<file path="config.mk">
export PLATFORM = sky130hd
export DESIGN_NAME = text_marquee_scroller
export DESIGN_NICKNAME = d
export VERILOG_FILES = /design/src/sv/tms_pkg.sv /design/src/sv/tms_window.sv /design/src/sv/text_marquee_scroller.sv
export SDC_FILE = /design/constraint.sdc
export NUM_CORES = 2
export LEC_CHECK = 0
export ABC_CLOCK_PERIOD_IN_PS = 16300
export BUFFER_PORTS_ARGS = -buffer_cell sky130_fd_sc_hd__buf_2
export CAP_MARGIN = 20
export CORE_UTILIZATION = 58
export CTS_CLUSTER_DIAMETER = 60
export DETAILED_ROUTE_END_ITERATION = 8
export PLACE_DENSITY = 0.86
export REMOVE_ABC_BUFFERS = 1
export SLEW_MARGIN = 20
export SYNTH_ARGS = -nofsm -noshare
export SYNTH_HDL_FRONTEND = slang
export SYNTH_SLANG_ARGS = --single-unit
export TNS_END_PERCENT = 100
</file>
<file path="constraint.sdc">
create_clock -name aclk -period 16.3 [get_ports aclk]
set_clock_uncertainty 0.2 [all_clocks]
set_input_delay 3.26 -clock aclk [delete_from_list [all_inputs] [get_ports aclk]]
set_output_delay 3.26 -clock aclk [all_outputs]
set_load 0.005 [all_outputs]
</file>
<file path="src/sv/tms_pkg.sv">
// ----------------------------------------------------------------------------
// tms_pkg
// Shared types and constants for the text marquee scroller.
// ----------------------------------------------------------------------------
`timescale 1ns / 1ps
`default_nettype none

package tms_pkg;

    localparam int MAX_WIDTH = 64;
    localparam int MAX_TEXT  = 64;
    localparam int COL_W     = $clog2(MAX_WIDTH);
    localparam int TXT_AW    = $clog2(MAX_TEXT);
    localparam int CHAR_W    = 8;
    localparam int LEN_W     = 7;

    localparam logic [CHAR_W-1:0] SPACE = 8'h20;

    typedef enum logic [1:0] {
        KIND_TICK    = 2'd0,
        KIND_WRITE   = 2'd1,
        KIND_RESTART = 2'd2,
        KIND_NONE    = 2'd3
    } kind_t;

    typedef enum logic [1:0] {
        REG_TEXT_LENGTH  = 2'd0,
        REG_WINDOW_WIDTH = 2'd1,
        REG_PERIOD       = 2'd2,
        REG_DIRECTION    = 2'd3
    } reg_idx_t;

    typedef enum logic [1:0] {
        ST_IDLE = 2'd0,
        ST_OUT  = 2'd1,
        ST_SEND = 2'd2
    } state_t;

    // window memory control from the sequencer
    typedef struct packed {
        logic              clear;
        logic              we;
        logic [COL_W-1:0]  waddr;
        logic [CHAR_W-1:0] wdata;
        logic [COL_W-1:0]  raddr;
    } win_ctl_t;

endpackage

`default_nettype wire

</file>
<file path="src/sv/tms_window.sv">
// ----------------------------------------------------------------------------
// tms_window
// Window character memory with registered read. Per-entry valid bits
// make unwritten or cleared entries read as a space.
// ----------------------------------------------------------------------------
`timescale 1ns / 1ps
`default_nettype none

module tms_window (
    input  wire logic                        aclk,
    input  wire logic                        aresetn,
    input  wire tms_pkg::win_ctl_t           ctl,
    output logic [tms_pkg::CHAR_W-1:0]       rdata
);

    logic [tms_pkg::CHAR_W-1:0]    mem [tms_pkg::MAX_WIDTH];
    logic [tms_pkg::MAX_WIDTH-1:0] vld_reg;
    logic [tms_pkg::CHAR_W-1:0]    rdata_reg;
    logic                          rvld_reg;

    always_ff @(posedge aclk) begin
        if (ctl.we) begin
            mem[ctl.waddr] <= ctl.wdata;
        end
        rdata_reg <= mem[ctl.raddr];
    end

    always_ff @(posedge aclk) begin
        if (!aresetn || ctl.clear) begin
            vld_reg  <= '0;
            rvld_reg <= 1'b0;
        end else begin
            if (ctl.we) begin
                vld_reg[ctl.waddr] <= 1'b1;
            end
            rvld_reg <= vld_reg[ctl.raddr];
        end
    end

    assign rdata = rvld_reg ? rdata_reg : tms_pkg::SPACE;

endmodule

`default_nettype wire

</file>
<file path="src/sv/text_marquee_scroller.sv">
// ----------------------------------------------------------------------------
// text_marquee_scroller
// Scrolls a stored text through a window: shift-in phase, then ring rotate.
// ----------------------------------------------------------------------------
// Frame: a firing tick moves IDLE to OUT, and its first word is shown in SEND.
// Per output word: registered read of one window column in OUT, then write-back
//   and output register, held in SEND until accepted, with no overlap between
//   columns; input is taken only in IDLE, so no item is taken during a frame.
// Reset: synchronous, active low; window reads as spaces via valid bits,
//   registers return to defaults, text memory is left as is.
// ----------------------------------------------------------------------------
`timescale 1ns / 1ps
`default_nettype none

module text_marquee_scroller (
    input  wire logic        aclk,
    input  wire logic        aresetn,
    // configuration
    input  wire logic        cfg_wr_en,
    input  wire logic [1:0]  cfg_addr,
    input  wire logic [7:0]  cfg_wdata,
    // input stream
    input  wire logic        s_tvalid,
    output logic             s_tready,
    input  wire logic [15:0] s_tdata,   // [5:0] text_index, [13:6] text_char
    input  wire logic [1:0]  s_tuser,   // [1:0] kind
    // output stream
    output logic             m_tvalid,
    input  wire logic        m_tready,
    output logic [15:0]      m_tdata,   // [5:0] column, [13:6] glyph
    output logic             m_tlast
);

    localparam int CW = tms_pkg::COL_W;
    localparam int LW = tms_pkg::LEN_W;
    localparam int DW = tms_pkg::CHAR_W;
    localparam int AW = tms_pkg::TXT_AW;

    // configuration registers
    logic [LW-1:0] text_length_reg;
    logic [LW-1:0] window_width_reg;
    logic [7:0]    period_reg;
    logic          direction_reg;

    always_ff @(posedge aclk) begin
        if (!aresetn) begin
            text_length_reg  <= LW'(1);
            window_width_reg <= LW'(16);
            period_reg       <= '0;
            direction_reg    <= 1'b0;
        end else if (cfg_wr_en) begin
            unique case (tms_pkg::reg_idx_t'(cfg_addr))
                tms_pkg::REG_TEXT_LENGTH:  text_length_reg  <= cfg_wdata[LW-1:0];
                tms_pkg::REG_WINDOW_WIDTH: window_width_reg <= cfg_wdata[LW-1:0];
                tms_pkg::REG_PERIOD:       period_reg       <= cfg_wdata;
                tms_pkg::REG_DIRECTION:    direction_reg    <= cfg_wdata[0];
                default: ;
            endcase
        end
    end

    // effective length, width, ring size
    logic [LW-1:0] len, wid, ring_sz;
    always_comb begin
        if (text_length_reg == '0)
            len = LW'(1);
        else if (text_length_reg > LW'(tms_pkg::MAX_TEXT))
            len = LW'(tms_pkg::MAX_TEXT);
        else
            len = text_length_reg;
        if (window_width_reg == '0)
            wid = LW'(1);
        else if (window_width_reg > LW'(tms_pkg::MAX_WIDTH))
            wid = LW'(tms_pkg::MAX_WIDTH);
        else
            wid = window_width_reg;
        ring_sz = (len > wid) ? len : wid;
    end

    // input fields
    tms_pkg::kind_t kind;
    logic [AW-1:0]  in_index;
    logic [DW-1:0]  in_char;
    assign kind     = tms_pkg::kind_t'(s_tuser);
    assign in_index = s_tdata[AW-1:0];
    assign in_char  = s_tdata[AW+DW-1:AW];

    // state
    tms_pkg::state_t state_reg, state_next;
    logic [LW-1:0] shift_cnt_reg, shift_cnt_next;
    logic [CW-1:0] ring_pos_reg, ring_pos_next;
    logic [7:0]    tick_reg, tick_next;
    // per-frame sequencer
    logic          frame_shift_reg, frame_shift_next;
    logic [LW-1:0] c_reg, c_next;
    logic [CW-1:0] col_reg, col_next;
    logic [CW-1:0] k_reg, k_next;
    logic [DW-1:0] prev_reg, prev_next;
    logic [DW-1:0] glyph_reg, glyph_next;
    logic          last_reg, last_next;

    logic in_acc, out_acc, fire, col_last, restart;
    logic [DW-1:0] win_rd, glyph_new;
    logic [DW-1:0] text_rd_reg;
    logic [AW-1:0] text_raddr;
    logic [DW-1:0] text_mem [tms_pkg::MAX_TEXT];
    tms_pkg::win_ctl_t win_ctl;

    assign in_acc   = s_tvalid && s_tready;
    assign out_acc  = m_tvalid && m_tready;
    assign fire     = in_acc && (kind == tms_pkg::KIND_TICK) && !(tick_reg < period_reg);
    assign restart  = in_acc && (kind == tms_pkg::KIND_RESTART);
    assign col_last = ({1'b0, col_reg} + LW'(1)) == wid;

    // next state
    always_comb begin
        state_next = state_reg;
        unique case (state_reg)
            tms_pkg::ST_IDLE: if (fire) state_next = tms_pkg::ST_OUT;
            tms_pkg::ST_OUT:  state_next = tms_pkg::ST_SEND;
            tms_pkg::ST_SEND: begin
                if (out_acc) state_next = col_last ? tms_pkg::ST_IDLE : tms_pkg::ST_OUT;
            end
            default: state_next = tms_pkg::ST_IDLE;
        endcase
    end

    // handshake outputs
    always_comb begin
        s_tready = (state_reg == tms_pkg::ST_IDLE);
        m_tvalid = (state_reg == tms_pkg::ST_SEND);
    end

    // glyph for column col_reg, from the words read last cycle
    always_comb begin
        if (frame_shift_reg) begin
            if (direction_reg) begin
                if (col_reg == '0)
                    glyph_new = text_rd_reg;
                else if ({1'b0, col_reg} < c_reg)
                    glyph_new = prev_reg;
                else
                    glyph_new = win_rd;
            end else begin
                glyph_new = col_last ? text_rd_reg : win_rd;
            end
        end else begin
            glyph_new = ({1'b0, k_reg} < len) ? text_rd_reg : tms_pkg::SPACE;
        end
    end

    // datapath next values
    logic [LW-1:0] c_fire, p_eff, k_inc;
    always_comb begin
        c_fire = shift_cnt_reg;
        if (c_fire > len) c_fire = len;
        if (c_fire > wid) c_fire = wid;
        p_eff  = ({1'b0, ring_pos_reg} >= ring_sz) ? '0 : {1'b0, ring_pos_reg};
        k_inc  = {1'b0, k_reg} + LW'(1);

        shift_cnt_next   = shift_cnt_reg;
        ring_pos_next    = ring_pos_reg;
        tick_next        = tick_reg;
        frame_shift_next = frame_shift_reg;
        c_next           = c_reg;
        col_next         = col_reg;
        k_next           = k_reg;
        prev_next        = prev_reg;
        glyph_next       = glyph_reg;
        last_next        = last_reg;

        if (restart) begin
            shift_cnt_next = LW'(1);
            ring_pos_next  = '0;
            tick_next      = period_reg;
        end else if (in_acc && kind == tms_pkg::KIND_TICK) begin
            if (!fire) begin
                tick_next = tick_reg + 8'd1;
            end else begin
                tick_next        = '0;
                frame_shift_next = (shift_cnt_reg != '0);
                c_next           = c_fire;
                col_next         = '0;
                k_next           = p_eff[CW-1:0];
                if (shift_cnt_reg != '0) begin
                    shift_cnt_next = (c_fire == len || c_fire == wid) ? '0
                                                                      : c_fire + LW'(1);
                end else if (direction_reg) begin
                    ring_pos_next = (p_eff == '0) ? CW'(ring_sz - LW'(1))
                                                  : CW'(p_eff - LW'(1));
                end else begin
                    ring_pos_next = ((p_eff + LW'(1)) >= ring_sz) ? '0
                                                                  : CW'(p_eff + LW'(1));
                end
            end
        end

        if (state_reg == tms_pkg::ST_OUT) begin
            prev_next  = win_rd;
            glyph_next = glyph_new;
            last_next  = col_last;
        end
        if (state_reg == tms_pkg::ST_SEND && out_acc && !col_last) begin
            col_next = col_reg + CW'(1);
            k_next   = (k_inc >= ring_sz) ? '0 : k_inc[CW-1:0];
        end
    end

    always_ff @(posedge aclk) begin
        if (!aresetn) begin
            state_reg       <= tms_pkg::ST_IDLE;
            shift_cnt_reg   <= LW'(1);
            ring_pos_reg    <= '0;
            tick_reg        <= '0;  // period resets to 0
            frame_shift_reg <= 1'b0;
            c_reg           <= '0;
            col_reg         <= '0;
            k_reg           <= '0;
        end else begin
            state_reg       <= state_next;
            shift_cnt_reg   <= shift_cnt_next;
            ring_pos_reg    <= ring_pos_next;
            tick_reg        <= tick_next;
            frame_shift_reg <= frame_shift_next;
            c_reg           <= c_next;
            col_reg         <= col_next;
            k_reg           <= k_next;
        end
    end

    always_ff @(posedge aclk) begin
        prev_reg  <= prev_next;
        glyph_reg <= glyph_next;
        last_reg  <= last_next;
    end

    // read addresses follow the column about to be processed
    logic [LW-1:0] c_rd, col_rd;
    always_comb begin
        c_rd   = c_next;
        col_rd = {1'b0, col_next};
        if (frame_shift_next)
            text_raddr = direction_reg ? AW'(len - c_rd) : AW'(c_rd - LW'(1));
        else
            text_raddr = k_next;

        win_ctl.clear = restart;
        win_ctl.we    = (state_reg == tms_pkg::ST_OUT);
        win_ctl.waddr = col_reg;
        win_ctl.wdata = glyph_new;
        // leftward shift pulls from the right-hand neighbor
        if (frame_shift_next && !direction_reg && (col_rd >= wid - c_rd)
                && (col_rd + LW'(1) < wid))
            win_ctl.raddr = col_next + CW'(1);
        else
            win_ctl.raddr = col_next;
    end

    always_ff @(posedge aclk) begin
        if (in_acc && kind == tms_pkg::KIND_WRITE) begin
            text_mem[in_index] <= in_char;
        end
        text_rd_reg <= text_mem[text_raddr];
    end

    tms_window u_window (
        .aclk    (aclk),
        .aresetn (aresetn),
        .ctl     (win_ctl),
        .rdata   (win_rd)
    );

    assign m_tdata = {2'b00, glyph_reg, col_reg};
    assign m_tlast = last_reg;

    // checks
    a_out_then_send: assert property (@(posedge aclk) disable iff (!aresetn)
        state_reg == tms_pkg::ST_OUT |=> state_reg == tms_pkg::ST_SEND)
        else $error("column result not presented after compute");

    a_fire_starts_col0: assert property (@(posedge aclk) disable iff (!aresetn)
        fire |=> (col_reg == '0) && (state_reg == tms_pkg::ST_OUT))
        else $error("frame did not start at column 0");

    a_col_in_window: assert property (@(posedge aclk) disable iff (!aresetn)
        m_tvalid |-> ({1'b0, col_reg} < wid))
        else $error("column beyond window width");

    a_next_col: assert property (@(posedge aclk) disable iff (!aresetn)
        out_acc && !m_tlast |=> (col_reg == $past(col_reg) + CW'(1))
                                && (state_reg == tms_pkg::ST_OUT))
        else $error("column sequence broken");

    a_last_to_idle: assert property (@(posedge aclk) disable iff (!aresetn)
        out_acc && m_tlast |=> s_tready)
        else $error("not idle after frame end");

endmodule

`default_nettype wire

</file>
== Word level (Yosys, flattened, before mapping) ==
Memory sizes are Yosys's and may differ from the RTL's. A register that Yosys moved wholly into a read port is not among the register bits.
Cells that the tools add are included.
Cells by class
  $add $sub $neg: 13
  $lt $le $gt $ge: 16
  equality and inequality tests: 12
  muxes and demuxes: 52
  bitwise logic cells: 3
  reduce and logical (&&, ||, !) cells: 35
Operators by type and width (number)
  $mux W6: 16
  $mux W8: 10
  $mux W7: 11
  $or A64 B64 Y64: 1
  $add A6 B1 Y7 const B: 4
  $eq A7 B7 Y1: 3
  $gt A7 B7 Y1: 3
  $logic_not A7 Y1: 3
  $sub A6 B1 Y6 const B: 3
  $ge A6 B7 Y1: 2
  $ge A7 B7 Y1: 2
  $gt A7 B7 Y1 const B: 2
  $lt A6 B7 Y1: 2
  $lt A6 B7 Y1 const B: 2
  $add A6 B1 Y6 const B: 2
  $logic_and A1 B1 Y1: 12
  $mux W1: 10
  $reduce_and A2 Y1: 5
  $add A8 B1 Y8 const B: 1
  $eq A2 B2 Y1 const B: 4
  $lt A8 B8 Y1: 1
  $add A7 B1 Y7 const B: 1
  $lt A7 B7 Y1: 1
  $reduce_bool A7 Y1: 1
  17 further kinds: 29
Storage, ports and cells
  flip-flop bits (word level): 148
  memory bits (writable): 1024
  input port bits: 33
  output and inout port bits: 19
  logic and storage cells: 150
  memories kept: 2
Memories
  text_mem: words 64, width 8, read ports 1, clocked after Yosys merged registers in 1, write ports 1, RTL line text_marquee_scroller.sv:106  | logic [DW-1:0] text_mem [tms_pkg::MAX_TEXT];
  u_window.mem: words 64, width 8, read ports 1, clocked after Yosys merged registers in 1, write ports 1, RTL line tms_window.sv:16  | logic [tms_pkg::CHAR_W-1:0] mem [tms_pkg::MAX_WIDTH];

== Logic depth before layout (Yosys ltp) ==
  word-level depth: 17
  gate-level depth with buffers: 43
  gate-level depth less buffers: 37

== By module ==
A second synthesis with hierarchy kept.
Unflattened totals
  cell total of the unflattened synthesis: 3249
  area total of the unflattened synthesis: 50751.2 sq um
By module, submodules not included
  text_marquee_scroller: instances 1, cells each 2116, area each 28189.5 sq um, seq. area each 17366.7 sq um
  tms_window: instances 1, cells each 1133, area each 22561.6 sq um, seq. area each 16836.1 sq um

== Worst setup path after synthesis ==
OpenSTA, ideal clock, no wires.
  path kind: input to register
  start point: input s_tuser[0]
  end point: register u_window.rdata_reg[0] in the netlist's numbering (read register of u_window.mem)
  library setup time: 0.079 ns
  data arrival time: 9.249 ns
  required time: 16.021 ns
  setup slack: 6.772 ns
  stages: 30
  path buffers: 5
  cell sequence: nor4b_4 > inv_2 > a211oi_4 > nand2_1 > clkbuf_1 > clkbuf_1 > clkbuf_1 > a21oi_1 > inv_1 > ha_1 > fa_1 > nor2b_1 > o21ai_0 > nand3_1 > nand2b_1 > ha_1 > nand3_1 > a21oi_1 > o31ai_1 > a2111oi_4 > or4b_1 > buf_2 > a21oi_4 > mux2i_2 > clkbuf_1 > o22ai_1 > a211oi_1 > nor3_1 > or4_1 > a211oi_2
On the way
  cells in the longest elaborated chain, start to end: 11
Ends and longest elaborated chain
  start, declared: RTL line text_marquee_scroller.sv:26  | input wire logic [1:0] s_tuser,
  $logic_not A2 Y1: RTL line text_marquee_scroller.sv:111, text_marquee_scroller.sv:176
  $logic_and A1 B1 Y1: RTL line text_marquee_scroller.sv:111, text_marquee_scroller.sv:176
  $logic_and A1 B1 Y1: RTL line text_marquee_scroller.sv:111  | assign fire = in_acc && (kind == tms_pkg::KIND_TICK) && !(tick_reg < period_reg);
  $mux W7: RTL line text_marquee_scroller.sv:177  | if (!fire) begin
  $mux W7: RTL line text_marquee_scroller.sv:176  | end else if (in_acc && kind == tms_pkg::KIND_TICK) begin
  $mux W7 *: RTL line text_marquee_scroller.sv:172  | if (restart) begin
  net c_next[0]: RTL line text_marquee_scroller.sv:95  | logic [LW-1:0] c_reg, c_next;
  $sub A7 B7 Y7 *: RTL line text_marquee_scroller.sv:252  | if (frame_shift_next && !direction_reg && (col_rd >= wid - c_rd)
  $ge A6 B7 Y1 *: RTL line text_marquee_scroller.sv:252
  $logic_and A1 B1 Y1 *: RTL line text_marquee_scroller.sv:252
  $logic_and A1 B1 Y1 *: RTL line text_marquee_scroller.sv:253  | && (col_rd + LW'(1) < wid))
  $mux W6 *: RTL line text_marquee_scroller.sv:252
  end, declared: RTL line tms_window.sv:18  | logic [tms_pkg::CHAR_W-1:0] rdata_reg;
The timed path passes the listed nets; every way through them passes the cells marked *.
A chain may end at the register's enable or synchronous reset.

== Worst setup path in the final report ==
  start point: input s_tuser[0]
  end point: register u_window.rvld_reg
On the way
  cells in the longest elaborated chain, start to end: 13
Ends and longest elaborated chain
  $logic_not A2 Y1: RTL line text_marquee_scroller.sv:111, text_marquee_scroller.sv:176
  $logic_and A1 B1 Y1: RTL line text_marquee_scroller.sv:111, text_marquee_scroller.sv:176
  $logic_and A1 B1 Y1: RTL line text_marquee_scroller.sv:111
  $mux W6: RTL line text_marquee_scroller.sv:177
  $mux W6: RTL line text_marquee_scroller.sv:176
  $mux W6 *: RTL line text_marquee_scroller.sv:172
  $mux W6 *: RTL line text_marquee_scroller.sv:203  | if (state_reg == tms_pkg::ST_SEND && out_acc && !col_last) begin
  net col_next[0]: RTL line text_marquee_scroller.sv:96  | logic [CW-1:0] col_reg, col_next;
  $add A6 B1 Y7 / $ge A6 B7 Y1 (equally long branches): RTL line text_marquee_scroller.sv:253, text_marquee_scroller.sv:252
  $lt A7 B7 Y1 / $logic_and A1 B1 Y1 (equally long branches): RTL line text_marquee_scroller.sv:253, text_marquee_scroller.sv:252
  $logic_and A1 B1 Y1: RTL line text_marquee_scroller.sv:253
  $mux W6 *: RTL line text_marquee_scroller.sv:252
  $bmux W1 S6 *: RTL line tms_window.sv:36  | rvld_reg <= vld_reg[ctl.raddr];
  $mux W1 (implied by the code) *: RTL line tms_window.sv:36
  end signal, assigned: RTL line tms_window.sv:36
  end, declared: RTL line tms_window.sv:19  | logic rvld_reg;
The timed path passes the listed nets; every way through them passes the cells marked *. The select of a mux whose other input is x is not followed.

==> results.txt <==
----------------------------------------------------
[Status]
  Outcome ... finished clean

[Layout]
  Syn-to-layout area delta ... 9.924%
  Post-route insts no fill ... 5,120
  Filler instances ... 5,740
  Layout Cell Area excl Fill ... 55,030 um^2
  Fraction of layout cells with a size suffix above 1 ... 0.08455
  Post-layout net count ... 4,001

[CTS]
  Number of setup buffers added after CTS ... 0
  Hold-fix buffers at CTS ... 0
  Cell at the root of the clock tree ... sky130_fd_sc_hd__clkbuf_16
  Sinks on Clock Net ... 1,188
  TritonCTS clock tree ... yes
  Maximum clock insertion buffer count ... 3
  TritonCTS Buffers ... 112
  Clock slew at the register clock pins of the worst setup and hold paths ... 60 ps
  Count of instances resized after the clock tree is built ... 0
  Clock H-tree levels ... 3
  Skew-Pair Late Insertion Delay ... 700 ps

[Timing]
  Crit path time final ... 12,020 ps
  Worst slew pin tran ... 1124 ps
  Final Slew Violations ... 0
  Worst slew margin relative to its limit ... 0.2479
  Setup repair after global routing missed its margin ... false
  Final critical-path share of the clock period ... 0.7375
  Max Clock Freq ... 83.19 MHz
  Count of endpoints failing hold in the final timing report ... 0
  Number of setup violations in the final report ... 0

[Global routing]
  Total track usage ... 0.2900
  Wire length of the first global-routing pass ... 192.8 mm
  Vias in the first global route ... 33.32k
  Met3 usage ... 0.05509
  Antenna violations before repair ... 3
  Overall overflow remaining after global route ... 0
  Met1 demand-to-capacity share in global routing ... 0.3747
  Routing layer with the top usage in global route ... met2
  Met2 demand-to-capacity share in global routing ... 0.4742
  Pin count of the biggest net entering global routing ... 196

[Placed design]
  I/O Buffers ... 47
  Placed instance count ... 4,902
  Placed standard-cell area ... 51,220 um^2
  Weighted congestion reported at the end of routability-driven placement ... 0.9154
  Placed wire-length estimate after detailed placement ... 72.82 mm

[Detailed routing]
  Routed via count divided by cell count ... 6.728
  Mean routed wirelength per cell ... 25.17 um
  Remaining routing DRC violations ... 0
  Vias ... 34.45k
  Antenna Violating Nets Remaining ... 0
  First-pass DRT Iterations ... 9
  Drt first-iter violations ... 5,008
  Routed Wire Length ... 128.9 mm

[Synth]
  Most numerous cell types in the synthesized netlist ... sky130_fd_sc_hd__edfxtp_1 (1,041), sky130_fd_sc_hd__nand2_1 (447), sky130_fd_sc_hd__nor2_1 (390)
  Sequential area share after synthesis ... 0.6832
  Per-instance average area after synthesis ... 12.82 um^2
  Number of warnings issued by yosys ... 0
  Post-synth top area share ... 0.6244
  Synth cell types ... 91
  Flops & latches, synth ... 1,188
  Gate Count Post-Synth ... 3,905
  Ys async rst share ... 0
  Most frequent cell after synthesis ... sky130_fd_sc_hd__edfxtp_1
  Most frequently used flop master after synthesis ... sky130_fd_sc_hd__edfxtp_1
  Post-synthesis cell area ... 50,060 um^2
  Top cells by area in the synthesized netlist ... sky130_fd_sc_hd__edfxtp_1 (62%), sky130_fd_sc_hd__dfxtp_1 (5.9%), sky130_fd_sc_hd__o22ai_1 (3.5%)
  Post-synth EDFFs ... 1,041
  Area leader, netlist ... sky130_fd_sc_hd__edfxtp_1

[Power and ir drop]
  Static Leak ... 18.78 nW
  Worst vdd rail ir drop ... 0.1052 mV
  PD cells ... 124.8 nW/um^2

[Setup path]
  Instance count on the critical path ... 29
  Type of destination of the critical path ... flop
  Top delay family on crit path ... compound AO/OA/AOI/OAI gates
  CP required ... 16,730 ps
  Cell count of the worst reg-to-reg path ... 37
  Slowest library cell on the worst path ... sky130_fd_sc_hd__buf_4
  Largest incremental delay on the critical path ... 850 ps
  Endpoint arrival time on the critical path ... 12,450 ps
  Worst Setup Path Type ... input port to flop
  Type of element launching the critical path ... input port
  Most repeated library cell on the critical path ... sky130_fd_sc_hd__buf_4
  Crit-path max FO ... 77
  Buffering stage count on the worst path with inverters included ... 7

[Die]
  Overall die width ... 295.8 um
  Initial core utilization ... 0.5871
  Height of the die ... 295.8 um
  Placeable core region ... 85,280 um^2
  # IOs ... 52
  Die Area ... 87,500 um^2
  Rows ... 107

[Worst hold path]
  Min-delay worst type ... flop to flop
  Hold Path Depth ... 2

[Flow run]
  Max Cap Viol ... 0

----------------------------------------------------
## routing by layer
layer / part of all wire / routed length (um) / up-vias
met4: 0.047 / 6111 / 4
li1: - / - / 14835
met2: 0.48 / 61990 / 2536
met3: 0.12 / 14840 / 442
met1: 0.36 / 45920 / 16628
met5: 0.00014 / 18 / -
## report_power, final
part	total (mW)	leakage, nW	internal [mW]	switching (mW)
clock	2.63	1.83	1.50	1.14
sequential	3.51	10.6	3.49	0.0198
combinational	0.719	6.39	0.181	0.538
total	6.87	18.8	5.17	1.70
## final timing paths
check	from	to	slack (ps)
max	s_tuser[0]	u_window.rvld_reg$_SDFF_PP0_	4280
min	u_window.vld_reg[36]$_SDFFE_PP0P_	u_window.vld_reg[36]$_SDFFE_PP0P_	280
max reg2reg	text_length_reg[6]$_SDFFE_PN0P_	u_window.rvld_reg$_SDFF_PP0_	4560
min reg2reg	u_window.vld_reg[36]$_SDFFE_PP0P_	u_window.vld_reg[36]$_SDFFE_PP0P_	280
## cell usage in the layout (no fill, tap or decap), types with 23 or more instances in the layout
cell and instances:
sky130_fd_sc_hd__dfxtp_1 147, sky130_fd_sc_hd__edfxtp_1 1041, sky130_fd_sc_hd__inv_1 66, sky130_fd_sc_hd__a221oi_1 24
sky130_fd_sc_hd__xnor2_1 33, sky130_fd_sc_hd__nand2_1 447, sky130_fd_sc_hd__mux2i_1 104, sky130_fd_sc_hd__and2_1 63
sky130_fd_sc_hd__clkbuf_1 29, sky130_fd_sc_hd__o21ai_0 61, sky130_fd_sc_hd__a21o_1 27, sky130_fd_sc_hd__buf_2 42
sky130_fd_sc_hd__o22ai_1 284, sky130_fd_sc_hd__nor2_1 387, sky130_fd_sc_hd__nor3_1 140, sky130_fd_sc_hd__a311oi_1 41
sky130_fd_sc_hd__buf_4 49, sky130_fd_sc_hd__clkbuf_16 117, sky130_fd_sc_hd__nand3_1 52, sky130_fd_sc_hd__ha_1 91
sky130_fd_sc_hd__nor4_1 23, sky130_fd_sc_hd__a21oi_1 191, sky130_fd_sc_hd__a211oi_1 90
## worst register-to-register path, delay by kind of cell, from the launching register on
family          cells  cell delay, ps
xor+xnor            1             100
simple gates        9            2430
buf+inv             4            1660
compound gates     16            4290
mux                 3            1250
flops               1             410
fa+ha+maj           4            1320
## cell type report
| cell class | count | area [um^2] | area share |
|---|---|---|---|
| well taps | 1144 | 1431 | 0.02601 |
| multi-input cells | 2407 | 14740 | 0.2678 |
| inverters | 72 | 270.3 | 0.004911 |
| flip-flops and latches | 1188 | 34200 | 0.6215 |
| diodes | 2 | 5.005 | 0.00009094 |
| repair buffers | 94 | 638.1 | 0.01160 |
| clock buffers | 160 | 3229 | 0.05868 |
| clock inverters | 53 | 520.5 | 0.009458 |
## per-stage QoR
step                      power, mW  setup TNS, ps    util  hold slack (ps)  worst slack, ps
after floorplan               4.067         -38720       -            234.9            -5166
after global placement        4.237              0  0.6005            244.1             4014
after detailed placement      4.264              0  0.6006            253.2             3895
after CTS                     6.844              0  0.6445            275.5             4575
after global routing          7.025              0  0.6453            295.9             3937
final                         6.866              0  0.6453            276.2             4279
## cell families after synthesis
kind of cell,share of synthesized area
AO/OA/AOI/OAI,0.1239
XOR/XNOR,0.009247
adder cells (fa/ha/maj),0.02354
buffers and inverters,0.02589
flip-flops,0.6832
multiplexers,0.02372
other,0.00007490
AND/OR/NAND/NOR,0.1104
Power figures use the tool's default switching activity.
